<file path="src/rtl/core/srspm_pkg.sv">
// shared types and constants for the sprite rotate/scale pixel mapper
// no dependencies; imported by every module of the block
package srspm_pkg;

	// configuration register indexes
	localparam logic [2:0] REG_COS_COEFF  = 3'd0;
	localparam logic [2:0] REG_SIN_COEFF  = 3'd1;
	localparam logic [2:0] REG_PIVOT_X    = 3'd2;
	localparam logic [2:0] REG_PIVOT_Y    = 3'd3;
	localparam logic [2:0] REG_CENTER_X   = 3'd4;
	localparam logic [2:0] REG_CENTER_Y   = 3'd5;
	localparam logic [2:0] REG_TRANSP     = 3'd6;
	localparam logic [2:0] REG_STEP_SIZE  = 3'd7;

	localparam int COEFF_W  = 16;
	localparam int PIVOT_W  = 11;
	localparam int CENTER_W = 13;
	localparam int COLOR_W  = 8;
	localparam int COORD_W  = 8;
	localparam int STEP_W   = 3;
	localparam int DEST_W   = 16;
	localparam int CFG_W    = 16;
	localparam int IDX_W    = 3;

	// offset from pivot: 8-bit unsigned minus 11-bit signed
	localparam int LX_W   = 12;
	localparam int PROD_W = LX_W + COEFF_W;
	localparam int SUM_W  = PROD_W + 1;

	localparam int QUEUE_DEPTH = 2;

	localparam logic signed [DEST_W-1:0] DEST_MAX = 16'sh7fff;
	localparam logic signed [DEST_W-1:0] DEST_MIN = 16'sh8000;

	typedef struct packed {
		logic [COEFF_W-1:0]  cos_coeff;
		logic [COEFF_W-1:0]  sin_coeff;
		logic [PIVOT_W-1:0]  pivot_x;
		logic [PIVOT_W-1:0]  pivot_y;
		logic [CENTER_W-1:0] center_x;
		logic [CENTER_W-1:0] center_y;
		logic [COLOR_W-1:0]  transparent_color;
		logic [STEP_W-1:0]   step_size;
	} srspm_cfg_t;

	// one kept pixel, offsets relative to the pivot
	typedef struct packed {
		logic [LX_W-1:0]    lx;
		logic [LX_W-1:0]    ly;
		logic [COLOR_W-1:0] color;
	} srspm_item_t;

endpackage

</file>
<file path="src/rtl/core/srspm_front.sv">
// front end: accepts source pixels, drops off-grid, out-of-sprite and transparent ones
// depends on srspm_pkg; feeds srspm_queue
module srspm_front #(
	parameter int SPRITE_DIM = 256
) (
	input  logic                            clk,
	input  logic                            arst_n,
	input  srspm_pkg::srspm_cfg_t           cfg,
	input  logic                            in_valid,
	output logic                            in_ready,
	input  logic [srspm_pkg::COORD_W-1:0]   src_x,
	input  logic [srspm_pkg::COORD_W-1:0]   src_y,
	input  logic [srspm_pkg::COLOR_W-1:0]   pixel_color,
	output logic                            push_valid,
	input  logic                            push_ready,
	output srspm_pkg::srspm_item_t          push_item
);
	import srspm_pkg::*;

	logic        valid_s1;
	srspm_item_t item_s1;
	logic        out_of_range;
	logic        on_grid;
	logic        keep;

	// base-4 digit sum keeps the residue mod 3
	function automatic logic is_mult3(input logic [COORD_W-1:0] v);
		logic [3:0] s;
		s = 4'(v[1:0]) + 4'(v[3:2]) + 4'(v[5:4]) + 4'(v[7:6]);
		return (s == 4'd0) || (s == 4'd3) || (s == 4'd6) || (s == 4'd9) || (s == 4'd12);
	endfunction

	always_comb begin
		out_of_range = (32'(src_x) >= 32'(SPRITE_DIM)) || (32'(src_y) >= 32'(SPRITE_DIM));
		case (cfg.step_size) inside
			3'd0, 3'd1: on_grid = 1'b1;
			3'd2:       on_grid = !src_x[0] && !src_y[0];
			3'd3:       on_grid = is_mult3(src_x) && is_mult3(src_y);
			default:    on_grid = (src_x[1:0] == 2'd0) && (src_y[1:0] == 2'd0);
		endcase
		keep = !out_of_range && on_grid && (pixel_color != cfg.transparent_color);
	end

	assign in_ready   = !valid_s1 || push_ready;
	assign push_valid = valid_s1;
	assign push_item  = item_s1;

	always_ff @(posedge clk or negedge arst_n) begin
		if (!arst_n) begin
			valid_s1 <= 1'b0;
		end else if (in_ready) begin
			valid_s1 <= in_valid && keep;
		end
	end

	always_ff @(posedge clk) begin
		if (in_valid && in_ready) begin
			item_s1.lx    <= LX_W'(src_x) - LX_W'($signed(cfg.pivot_x));
			item_s1.ly    <= LX_W'(src_y) - LX_W'($signed(cfg.pivot_y));
			item_s1.color <= pixel_color;
		end
	end

	a_hold_stalled: assert property (@(posedge clk) disable iff (!arst_n)
		(push_valid && !push_ready) |=> (push_valid && $stable(item_s1)))
		else $error("front word changed while stalled");

	a_drop_transparent: assert property (@(posedge clk) disable iff (!arst_n)
		(in_valid && in_ready && (pixel_color == cfg.transparent_color)) |=> !valid_s1)
		else $error("transparent pixel kept");

	a_drop_range: assert property (@(posedge clk) disable iff (!arst_n)
		(in_valid && in_ready && out_of_range) |=> !valid_s1)
		else $error("pixel outside sprite kept");

endmodule

</file>
<file path="src/rtl/core/srspm_queue.sv">
// short fifo between the classifying front end and the arithmetic back end
// depends on srspm_pkg for the word type and depth
module srspm_queue (
	input  logic                    clk,
	input  logic                    arst_n,
	input  logic                    push_valid,
	output logic                    push_ready,
	input  srspm_pkg::srspm_item_t  push_item,
	output logic                    pop_valid,
	input  logic                    pop_ready,
	output srspm_pkg::srspm_item_t  pop_item
);
	import srspm_pkg::*;

	localparam int PTR_W = (QUEUE_DEPTH > 1) ? $clog2(QUEUE_DEPTH) : 1;
	localparam int CNT_W = $clog2(QUEUE_DEPTH + 1);

	srspm_item_t            mem_q [QUEUE_DEPTH];
	logic [PTR_W-1:0]       wr_ptr_q;
	logic [PTR_W-1:0]       rd_ptr_q;
	logic [CNT_W-1:0]       count_q;
	logic                   push;
	logic                   pop;

	assign push_ready = (count_q != CNT_W'(QUEUE_DEPTH));
	assign pop_valid  = (count_q != '0);
	assign pop_item   = mem_q[rd_ptr_q];
	assign push       = push_valid && push_ready;
	assign pop        = pop_valid && pop_ready;

	function automatic logic [PTR_W-1:0] next_ptr(input logic [PTR_W-1:0] p);
		return (p == PTR_W'(QUEUE_DEPTH - 1)) ? '0 : p + PTR_W'(1);
	endfunction

	always_ff @(posedge clk or negedge arst_n) begin
		if (!arst_n) begin
			wr_ptr_q <= '0;
			rd_ptr_q <= '0;
			count_q  <= '0;
		end else begin
			if (push) begin
				wr_ptr_q <= next_ptr(wr_ptr_q);
			end
			if (pop) begin
				rd_ptr_q <= next_ptr(rd_ptr_q);
			end
			if (push && !pop) begin
				count_q <= count_q + CNT_W'(1);
			end else if (pop && !push) begin
				count_q <= count_q - CNT_W'(1);
			end
		end
	end

	always_ff @(posedge clk) begin
		if (push) begin
			mem_q[wr_ptr_q] <= push_item;
		end
	end

	a_count_bound: assert property (@(posedge clk) disable iff (!arst_n)
		count_q <= CNT_W'(QUEUE_DEPTH))
		else $error("queue count past depth");

	a_count_track: assert property (@(posedge clk) disable iff (!arst_n)
		(push && !pop) |=> (count_q == $past(count_q) + CNT_W'(1)))
		else $error("queue count lost a push");

	a_head_stable: assert property (@(posedge clk) disable iff (!arst_n)
		(pop_valid && !pop_ready) |=> (pop_valid && $stable(pop_item)))
		else $error("queue head changed without pop");

endmodule

</file>
<file path="src/rtl/core/srspm_back.sv">
// back end: rotate/scale multiply, round half away from zero, add center, saturate
// depends on srspm_pkg; drains srspm_queue and holds the output register
module srspm_back #(
	parameter int COEFF_FRAC_BITS = 12
) (
	input  logic                                clk,
	input  logic                                arst_n,
	input  srspm_pkg::srspm_cfg_t               cfg,
	input  logic                                pop_valid,
	output logic                                pop_ready,
	input  srspm_pkg::srspm_item_t              pop_item,
	output logic                                out_valid,
	input  logic                                out_ready,
	output logic signed [srspm_pkg::DEST_W-1:0] dest_x,
	output logic signed [srspm_pkg::DEST_W-1:0] dest_y,
	output logic [srspm_pkg::COLOR_W-1:0]       dot_color
);
	import srspm_pkg::*;

	localparam logic signed [SUM_W-1:0] HALF = SUM_W'(64'd1 << (COEFF_FRAC_BITS - 1));
	localparam int OUT_W = SUM_W + 1;

	logic                       en;
	logic                       valid_s1, valid_s2, valid_s3, out_valid_q;
	logic signed [PROD_W-1:0]   xc_s1, ys_s1, xs_s1, yc_s1;
	logic signed [SUM_W-1:0]    rx_s2, ry_s2;
	logic signed [SUM_W-1:0]    rx_s3, ry_s3;
	logic [COLOR_W-1:0]         color_s1, color_s2, color_s3;
	logic signed [DEST_W-1:0]   dest_x_q, dest_y_q;
	logic [COLOR_W-1:0]         color_q;
	logic signed [OUT_W-1:0]    sum_x, sum_y;

	// whole pipeline moves together unless the output word is stuck
	assign en        = !out_valid_q || out_ready;
	assign pop_ready = en;
	assign out_valid = out_valid_q;
	assign dest_x    = dest_x_q;
	assign dest_y    = dest_y_q;
	assign dot_color = color_q;

	function automatic logic signed [SUM_W-1:0] round_q(input logic signed [SUM_W-1:0] v);
		logic signed [SUM_W-1:0] biased;
		// negative ties go down: add half minus one before the floor shift
		biased = v + (v[SUM_W-1] ? (HALF - SUM_W'(1)) : HALF);
		return biased >>> COEFF_FRAC_BITS;
	endfunction

	function automatic logic signed [DEST_W-1:0] sat(input logic signed [OUT_W-1:0] v);
		if (v > OUT_W'(DEST_MAX)) begin
			return DEST_MAX;
		end else if (v < OUT_W'(DEST_MIN)) begin
			return DEST_MIN;
		end
		return v[DEST_W-1:0];
	endfunction

	always_comb begin
		sum_x = OUT_W'(rx_s3) + OUT_W'($signed(cfg.center_x));
		sum_y = OUT_W'(ry_s3) + OUT_W'($signed(cfg.center_y));
	end

	always_ff @(posedge clk or negedge arst_n) begin
		if (!arst_n) begin
			valid_s1    <= 1'b0;
			valid_s2    <= 1'b0;
			valid_s3    <= 1'b0;
			out_valid_q <= 1'b0;
		end else if (en) begin
			valid_s1    <= pop_valid;
			valid_s2    <= valid_s1;
			valid_s3    <= valid_s2;
			out_valid_q <= valid_s3;
		end
	end

	always_ff @(posedge clk) begin
		if (en) begin
			xc_s1    <= PROD_W'($signed(pop_item.lx)) * PROD_W'($signed(cfg.cos_coeff));
			ys_s1    <= PROD_W'($signed(pop_item.ly)) * PROD_W'($signed(cfg.sin_coeff));
			xs_s1    <= PROD_W'($signed(pop_item.lx)) * PROD_W'($signed(cfg.sin_coeff));
			yc_s1    <= PROD_W'($signed(pop_item.ly)) * PROD_W'($signed(cfg.cos_coeff));
			color_s1 <= pop_item.color;

			rx_s2    <= SUM_W'(xc_s1) - SUM_W'(ys_s1);
			ry_s2    <= SUM_W'(xs_s1) + SUM_W'(yc_s1);
			color_s2 <= color_s1;

			rx_s3    <= round_q(rx_s2);
			ry_s3    <= round_q(ry_s2);
			color_s3 <= color_s2;

			if (valid_s3) begin
				dest_x_q <= sat(sum_x);
				dest_y_q <= sat(sum_y);
				color_q  <= color_s3;
			end
		end
	end

	a_stall_freeze: assert property (@(posedge clk) disable iff (!arst_n)
		!en |=> ($stable(valid_s1) && $stable(valid_s2) && $stable(valid_s3)))
		else $error("pipeline moved during stall");

	a_no_loss: assert property (@(posedge clk) disable iff (!arst_n)
		(valid_s3 && en) |=> out_valid)
		else $error("word lost entering output register");

	a_out_hold: assert property (@(posedge clk) disable iff (!arst_n)
		(out_valid && !out_ready) |=> $stable(dest_x_q) && $stable(dest_y_q))
		else $error("output word changed while stalled");

endmodule

</file>
<file path="src/rtl/core/sprite_rotate_scale_pixel_mapper.sv">
// Sprite rotate/scale pixel mapper: one source pixel per clock is accepted while out_ready
// holds and, unless it is off the subsampling grid, outside the sprite or of the transparent
// color, mapped to a destination position (pivot-relative rotate/scale in Q3.12, rounded
// half away from zero, plus center, saturated to 16 bits signed). Sustained rate is one
// pixel per clock in both directions while out_ready holds. An input word passes the front
// register, two-entry queue, multiply, add, round and center/saturate output register.
// Configuration writes take effect at once and belong only while no pixel is in flight.
// depends on srspm_pkg, srspm_front, srspm_queue, srspm_back
module sprite_rotate_scale_pixel_mapper #(
	parameter int SPRITE_DIM      = 256,
	parameter int COEFF_FRAC_BITS = 12
) (
	input  logic                                clk,
	input  logic                                arst_n,
	input  logic                                cfg_wr_en,
	input  logic [srspm_pkg::IDX_W-1:0]         cfg_index,
	input  logic [srspm_pkg::CFG_W-1:0]         cfg_data,
	input  logic                                in_valid,
	output logic                                in_ready,
	input  logic [srspm_pkg::COORD_W-1:0]       src_x,
	input  logic [srspm_pkg::COORD_W-1:0]       src_y,
	input  logic [srspm_pkg::COLOR_W-1:0]       pixel_color,
	output logic                                out_valid,
	input  logic                                out_ready,
	output logic signed [srspm_pkg::DEST_W-1:0] dest_x,
	output logic signed [srspm_pkg::DEST_W-1:0] dest_y,
	output logic [srspm_pkg::COLOR_W-1:0]       dot_color
);
	import srspm_pkg::*;

	srspm_cfg_t  cfg_q;
	logic        push_valid, push_ready;
	srspm_item_t push_item;
	logic        pop_valid, pop_ready;
	srspm_item_t pop_item;

	always_ff @(posedge clk or negedge arst_n) begin
		if (!arst_n) begin
			cfg_q.cos_coeff         <= COEFF_W'(64'd1 << COEFF_FRAC_BITS);
			cfg_q.sin_coeff         <= '0;
			cfg_q.pivot_x           <= '0;
			cfg_q.pivot_y           <= '0;
			cfg_q.center_x          <= '0;
			cfg_q.center_y          <= '0;
			cfg_q.transparent_color <= '0;
			cfg_q.step_size         <= STEP_W'(1);
		end else if (cfg_wr_en) begin
			case (cfg_index)
				REG_COS_COEFF: cfg_q.cos_coeff         <= cfg_data;
				REG_SIN_COEFF: cfg_q.sin_coeff         <= cfg_data;
				REG_PIVOT_X:   cfg_q.pivot_x           <= cfg_data[PIVOT_W-1:0];
				REG_PIVOT_Y:   cfg_q.pivot_y           <= cfg_data[PIVOT_W-1:0];
				REG_CENTER_X:  cfg_q.center_x          <= cfg_data[CENTER_W-1:0];
				REG_CENTER_Y:  cfg_q.center_y          <= cfg_data[CENTER_W-1:0];
				REG_TRANSP:    cfg_q.transparent_color <= cfg_data[COLOR_W-1:0];
				REG_STEP_SIZE: cfg_q.step_size         <= cfg_data[STEP_W-1:0];
				default:       cfg_q                   <= cfg_q;
			endcase
		end
	end

	srspm_front #(
		.SPRITE_DIM(SPRITE_DIM)
	) u_front (
		.clk        (clk),
		.arst_n     (arst_n),
		.cfg        (cfg_q),
		.in_valid   (in_valid),
		.in_ready   (in_ready),
		.src_x      (src_x),
		.src_y      (src_y),
		.pixel_color(pixel_color),
		.push_valid (push_valid),
		.push_ready (push_ready),
		.push_item  (push_item)
	);

	srspm_queue u_queue (
		.clk       (clk),
		.arst_n    (arst_n),
		.push_valid(push_valid),
		.push_ready(push_ready),
		.push_item (push_item),
		.pop_valid (pop_valid),
		.pop_ready (pop_ready),
		.pop_item  (pop_item)
	);

	srspm_back #(
		.COEFF_FRAC_BITS(COEFF_FRAC_BITS)
	) u_back (
		.clk      (clk),
		.arst_n   (arst_n),
		.cfg      (cfg_q),
		.pop_valid(pop_valid),
		.pop_ready(pop_ready),
		.pop_item (pop_item),
		.out_valid(out_valid),
		.out_ready(out_ready),
		.dest_x   (dest_x),
		.dest_y   (dest_y),
		.dot_color(dot_color)
	);

endmodule

</file>
<file path="config.mk">
export PLATFORM = sky130hd
export DESIGN_NAME = sprite_rotate_scale_pixel_mapper
export DESIGN_NICKNAME = d
export VERILOG_FILES = /design/src/rtl/core/srspm_pkg.sv /design/src/rtl/core/srspm_front.sv /design/src/rtl/core/srspm_queue.sv /design/src/rtl/core/srspm_back.sv /design/src/rtl/core/sprite_rotate_scale_pixel_mapper.sv
export SDC_FILE = /design/constraint.sdc
export NUM_CORES = 2
export LEC_CHECK = 0
export BUFFER_PORTS_ARGS = -buffer_cell sky130_fd_sc_hd__buf_2
export CORE_MARGIN = 8
export CORE_UTILIZATION = 40
export CTS_CLUSTER_SIZE = 20
export DETAILED_ROUTE_END_ITERATION = 7
export PLACE_DENSITY_LB_ADDON = 0.2
export SLEW_MARGIN = 20
export SYNTH_ARGS = -nofsm -noshare
export SYNTH_HDL_FRONTEND = slang
export SYNTH_SLANG_ARGS = --single-unit
</file>
<file path="constraint.sdc">
create_clock -name clk -period 10.6 [get_ports clk]
set_clock_uncertainty 0.2 [all_clocks]
set_input_delay 0.53 -clock clk [delete_from_list [all_inputs] [get_ports clk]]
set_output_delay 0.53 -clock clk [all_outputs]
set_load 0.02 [all_outputs]
</file>
* Word level (Yosys, flattened, before mapping)
Memories as Yosys holds them, arrays and structs flattened.
Cells that the tools add are included.
** Word-level totals
- Register bits :: 400
- Memory bits (writable) :: 64
- Bits of input ports :: 48
- Memories :: 1
** Operators by class
- $add $sub $neg :: 18
- $mul :: 4
- $lt $le $gt $ge :: 4
- Eq/ne operators :: 20
- Mux-type cells :: 25
- Reductions and logical operators :: 44
** Memories
- u_queue.mem_q :: words 2, bits a word 32, read ports 1, clocked after Yosys merged registers in 0, wr ports 1, line srspm_queue.sv:18 : srspm_item_t mem_q [QUEUE_DEPTH];
** Operators by type and width (number)
- 12-bit by 16-bit multiplier with 28-bit output :: 4
- 16-bit 2-to-1 mux :: 6
- 30-bit by 16-bit greater-than comparator with 1-bit output, second input constant :: 2
- 30-bit by 16-bit less-than comparator with 1-bit output, second input constant :: 2
- 29-bit by 13-bit adder with 29-bit output :: 2
- 17-bit by 13-bit adder with 18-bit output :: 2
- 28-bit by 28-bit adder with 29-bit output :: 1
- 28-bit by 28-bit subtractor with 29-bit output :: 1
- 12-bit 2-to-1 mux :: 2
- 9-bit by 11-bit subtractor with 12-bit output :: 2
- 2-bit AND reduction :: 9
- 4-bit by 2-bit adder with 4-bit output :: 4
- 4-bit equality test, second input constant :: 4
- 1-bit 2-to-1 mux :: 15
- 3-bit by 2-bit equality test with 1-bit output, second input constant :: 4
- 3-bit equality test, second input constant :: 4
- 1-bit logical AND :: 10
- 1-bit logical OR :: 10
- 4-bit by 2-bit equality test with 1-bit output, second input constant :: 2
- 4-bit by 3-bit equality test with 1-bit output, second input constant :: 2
- 4-bit zero test :: 2
- 8-bit != test :: 1
- 2-bit by 2-bit adder with 3-bit output :: 2
- 3-bit by 1-bit equality test with 1-bit output, second input constant :: 2
- other kinds (10) :: 20

* Longest topological paths before layout
- Depth in word-level cells :: 14
- Gate-level depth with buffers :: 25

* Modules after synthesis
A second synthesis with hierarchy kept.
** Unflattened totals
- Cell total of the unflattened synthesis :: 4755
- Area, all modules :: 49715.2 sq um
** By module, submodules not included
- srspm_back :: times used 1, cells an instance 4236, area each 41245.8 sq um
- sprite_rotate_scale_pixel_mapper :: times used 1, cells an instance 200, area each 3503.4 sq um
- srspm_queue :: times used 1, cells an instance 118, area each 2658.8 sq um
- srspm_front :: times used 1, cells an instance 201, area each 2307.2 sq um

* Worst setup path after synthesis
Ideal clock, no wire load.
- Path kind :: input port to flip-flop
- Start point :: input port out_ready
- End point :: register u_queue.count_q[1]
- Data arrival time :: 9.427 ns
- Data required time :: 10.321 ns
- Slack :: 0.893 ns
- Cell stages on the path :: 7
- Cells stage by stage :: nand2b_1 > clkbuf_1 > o21ai_0 > ha_1 > xor2_1 > nor2_1 > xor2_1
** Between the ends
- Word-level cells in the longest chain between the ends :: 5
- Elaborated cells between the ends (all ways) :: 7
** Ends and longest elaborated chain
- from (decl) :: line sprite_rotate_scale_pixel_mapper.sv:24 : input logic out_ready,
- 1-bit logical OR (*) :: line srspm_back.sv:34 : assign en = !out_valid_q || out_ready;
- 1-bit logical AND (*) :: line srspm_queue.sv:29 : assign pop = pop_valid && pop_ready;
- 1-bit zero test :: line srspm_queue.sv:47 : if (push && !pop) begin
- 1-bit logical AND :: line srspm_queue.sv:47
- 2-bit 2-to-1 mux or 2-bit nonzero test (tied branches)
- to (signal assigned) :: line srspm_queue.sv:48 : count_q <= count_q + CNT_W'(1);
- to (signal assigned) :: line srspm_queue.sv:50 : count_q <= count_q - CNT_W'(1);
- to (decl) :: line srspm_queue.sv:21 : logic [CNT_W-1:0] count_q;
Mark *: on every way between the ends. The rest lies on a longest branch, timed or not.
A chain may end at the register's enable or synchronous reset.

* Worst setup path in the final report
- Start point :: register u_queue.rd_ptr_q
- End point :: register u_back.yc_s1[25], data pin
** Between the ends
- Word-level cells in the longest chain between the ends :: 2
** Ends and longest elaborated chain
- from (decl) :: line srspm_queue.sv:20 : logic [PTR_W-1:0] rd_ptr_q;
- from (signal assigned) :: line srspm_queue.sv:45 : rd_ptr_q <= next_ptr(rd_ptr_q);
- memory read 2 x 32 bit
- 12-bit by 16-bit multiplier with 28-bit output :: line srspm_back.sv:81 : yc_s1 <= PROD_W'($signed(pop_item.ly)) * PROD_W'($signed(cfg.cos_coeff));
- to (signal assigned) :: line srspm_back.sv:81
- to (decl) :: line srspm_back.sv:25 : logic signed [PROD_W-1:0] xc_s1, ys_s1, xs_s1, yc_s1;
Every way passes these cells.

==> flow_summary.json <==
{
  "ys.warnings.count": 0,
  "via_count": 32090,
  "setup_tns_ps": 0,
  "path_delay_family": "adder cells",
  "route.met2.wl_mm": 53.73,
  "global_route.usage.total": 0.1695,
  "area.growth.synth_to_final_pct": 8.336,
  "synth.lib_cells_used.distinct": 88,
  "synth_enable_flop_cells": 364,
  "crit_fanout": 35,
  "timing.hold.worst.class": "input pin to flip-flop",
  "yosys.area_share.adder": 0.3892,
  "final_design_area_no_fill_mm2": 0.05330,
  "worstSetupStartpoint": "u_queue.rd_ptr_q$_DFFE_PN0P_",
  "synth_cells": 4740,
  "final_weighted_congestion_in_routability_driven_placement": 0.8276,
  "yosys_most_used_dff": "edfxtp_1",
  "ctsLongestPathBuffers": 3,
  "tightestPinTransition_ps": 1172,
  "maximum_number_of_pins_on_one_net_before_global_route_repair": 72,
  "timing.final.setup_violations": 0,
  "final.min_clock_period_ps": 7732,
  "cp_data_required_time_ps": 10780,
  "cts_tree": "yes",
  "final.setup.worst_slack_ps": 2868,
  "post_cts_buffers": 0,
  "min-delay-start": "cfg_data[1]",
  "dieArea_mm2": 0.1345,
  "wl_mm": 113.5,
  "timing.critical_path.arrival_ps": 7910,
  "detail_route.iter0.violations": 1940,
  "synthXorXnorAreaFrac": 0.04272,
  "ys_seq_area_frac": 0.2731,
  "routedWlPerCell_um": 17.63,
  "result_of_the_run": "finished, final reports clean",
  "synthArstFlopShare": 0.2155,
  "rsz_0062_raised_after_global_routing": "false",
  "count_of_nets_left_with_antenna_violations_after_detail_routing": 0,
  "pre_cts_ws_ps": 2956,
  "critPathCaptureType": "flip-flop",
  "worst_skew_pair.late_latency_ps": 640,
  "wl_met3_mm": 5.585,
  "placement.io_buffers": 89,
  "worst_r2r_startpoint": "u_queue.rd_ptr_q$_DFFE_PN0P_",
  "top_signal_layer_used": "met4",
  "post_synth_and_or_nand_nor_area_fraction": 0.1140,
  "ios": 90,
  "hpwlAfterDp_mm": 85.57,
  "instances_no_fill": 6438,
  "finalHoldViolations": 0,
  "ys_seq_elements": 464,
  "synth_mux_area_frac": 0.02856,
  "cp_common_cell": "inv_1",
  "post_synth.cell_area_avg_um2": 10.38,
  "global_route_wire_length_before_repair_mm": 183.1,
  "floorplan.core_area_mm2": 0.1219,
  "firstDrtPassIters": 6,
  "timing.final.crit_share": 0.7295,
  "cp.buffers_inverters": 5,
  "maxSlewHeadroom": 0.2184,
  "layout.nets": 5913,
  "post-place-cells": 6324,
  "clock-root-buffer": "clkbuf_16",
  "n_fill_cell": 11700,
  "detail_route.drc_violations": 0,
  "number_of_gates_given_a_new_drive_strength_after_cts": 0,
  "syn-cell-area_mm2": 0.04920,
  "htree_levels": 2,
  "critical_path.slowest_cell": "dfrtp_2",
  "timing.critical_path.slowest_cell_delay_ps": 1030,
  "cts.sink_count": 464,
  "maxClockFrequency_ghz": 0.1293,
  "viasPerCell": 4.984,
  "cts_inserted_buffers": 55,
  "layout-drive-gt1-share": 0.07750,
  "timing_max_transition_violations_final": 0,
  "critical_path.cell_chain": "mux2_2 > nand2_1 > fa_1 > inv_1 > ha_1 > inv_1 > fa_1 > inv_1 > fa_1 > inv_1 > fa_1 > inv_1 > ha_1 > nand2_1 > nor3_1 > nand3_1 > a211oi_1 > o31ai_1 > a21oi_1 > a21oi_1 > o21ai_0 > xor2_1",
  "clk_pin_slew_worst_paths_ps": 60,
  "detail_route.wirelength.met1_mm": 51.03,
  "ctsHoldBuffers": 13,
  "die_height_um": 366.7,
  "synth_top_family_by_area": "adder cells",
  "die_w_um": 366.7,
  "start_util": 0.4037,
  "worstSetupStartpointType": "flip-flop",
  "placement.cell_area_mm2": 0.05135,
  "first_global_vias": 33120,
  "grt_antenna_before_repair": 4,
  "globalRouteOverflowTotal": 0,
  "cap_violations": 0,
  "setup.worst_path.class": "flip-flop to flip-flop",
  "insertedDiodeCount": 0,
  "synth-compound-area-share": 0.06500,
  "synthesis.nets": 5883,
  "regToRegSetupSlack_ps": 2870,
  "placement_rows": 128
}
## path summary, 6_finish.rpt
| kind | end | cells past startpoint |
|---|---|---|
| max in group asynchronous | cfg_q[84]$_DFFE_PN0P_ | 3 |
| worst min-delay path | cfg_q[49]$_DFFE_PN0P_ | 3 |
| worst max register to register | u_back.yc_s1[25]$_DFFE_PN_ | 22 |
| min in group asynchronous | u_back.out_valid$_DFFE_PN0N_ | 2 |
| worst min register to register | u_back.dot_color[5]$_DFFE_PP_ | 0 |
| worst max-delay path | u_back.yc_s1[25]$_DFFE_PN_ | 22 |
## logic make-up after synthesis
kind of cell | after synthesis
flip-flops | 464
adder cells (fa/ha/maj) | 1095
multiplexers | 126
buffers and inverters | 1142
AND/OR/NAND/NOR | 1191
AO/OA/AOI/OAI | 482
XOR/XNOR | 240
## tightest hold or removal path: cells and delay by family
family	cells	cell delay (ps)
buf+inv	1	200
compound gates	1	70
simple gates	1	80
## flip-flops by register name, indices dropped and copies added (netlist names), 17 cells and up
signal,count
cfg_q,91
u_back.rx_s2,29
u_back.rx_s3,17
u_back.ry_s2,29
u_back.ry_s3,17
u_back.xc_s1,28
u_back.xs_s1,28
u_back.yc_s1,28
u_back.ys_s1,28
u_front.push_item,32
u_queue.mem_q,64
## cells in the mapped netlist (5+ instances only)
cell / count / share of area
a21oi_1: 124 / 0.013
o21bai_1: 17 / 0.0026
o31ai_1: 6 / 0.00092
a211o_1: 8 / 0.0014
and2_1: 244 / 0.031
nand2_1: 559 / 0.043
a31o_2: 5 / 0.00089
or2_2: 17 / 0.0022
inv_1: 984 / 0.075
a21boi_0: 11 / 0.0017
nand4b_1: 5 / 0.00089
fa_1: 726 / 0.30
mux2i_1: 11 / 0.0022
nand4_1: 19 / 0.0024
xnor2_1: 184 / 0.033
o211ai_1: 10 / 0.0015
a211oi_1: 18 / 0.0027
o21a_1: 34 / 0.0052
xor2_1: 56 / 0.010
clkbuf_1: 149 / 0.011
nor3_1: 38 / 0.0039
and3_1: 29 / 0.0037
edfxtp_1: 364 / 0.22
o21ai_1: 23 / 0.0023
nand2b_1: 27 / 0.0034
a31oi_1: 14 / 0.0018
mux2_2: 115 / 0.026
nor2b_1: 18 / 0.0023
a21o_1: 70 / 0.011
nand3_1: 32 / 0.0033
ha_1: 369 / 0.094
or3_1: 8 / 0.0010
dfrtp_1: 98 / 0.050
nor2_1: 168 / 0.013
o21ai_0: 80 / 0.0081
## metrics by stage
stage	hold slack, ps	util
2_1_floorplan	34.41	-
3_3_place_gp	201.9	0.4213
3_5_place_dp	205.2	0.4213
4_1_cts	79.86	0.4370
5_1_grt	109.8	0.4373
6_report	109.4	0.4373
## placed cells by master (no fill, tap or decap), drive strengths merged, types with 71 or more instances in the layout
cell | synthesis | routed
fa | 726 | 726
o21ai | 106 | 106
nand2 | 559 | 559
inv | 984 | 985
nor2 | 169 | 169
buf | 8 | 118
a21oi | 126 | 126
xnor2 | 184 | 184
edfxtp | 364 | 364
ha | 369 | 369
dfrtp | 98 | 98
clkbuf | 150 | 71
mux2 | 115 | 115
and2 | 245 | 245
## layout make-up
cell class / count / area (um2) / share of cell area
clock buffers: 71 / 1476 / 0.02770
clock inverters: 29 / 309.0 / 0.005798
inverters: 984 / 3694 / 0.06930
multi-input cells: 3134 / 31530 / 0.5916
flip-flops and latches: 464 / 13440 / 0.2521
well taps: 1625 / 2033 / 0.03815
repair buffers: 131 / 815.8 / 0.01531
## routing by layer
metal,global-route usage,vias up
li1,-,14960
met2,0.2819,689
met5,0,-
met4,0.04415,0
met3,0.02508,133
met1,0.2322,16310
Power is not shown: default switching activity piles up to over one toggle a cycle in this logic, so the estimate is an artifact.
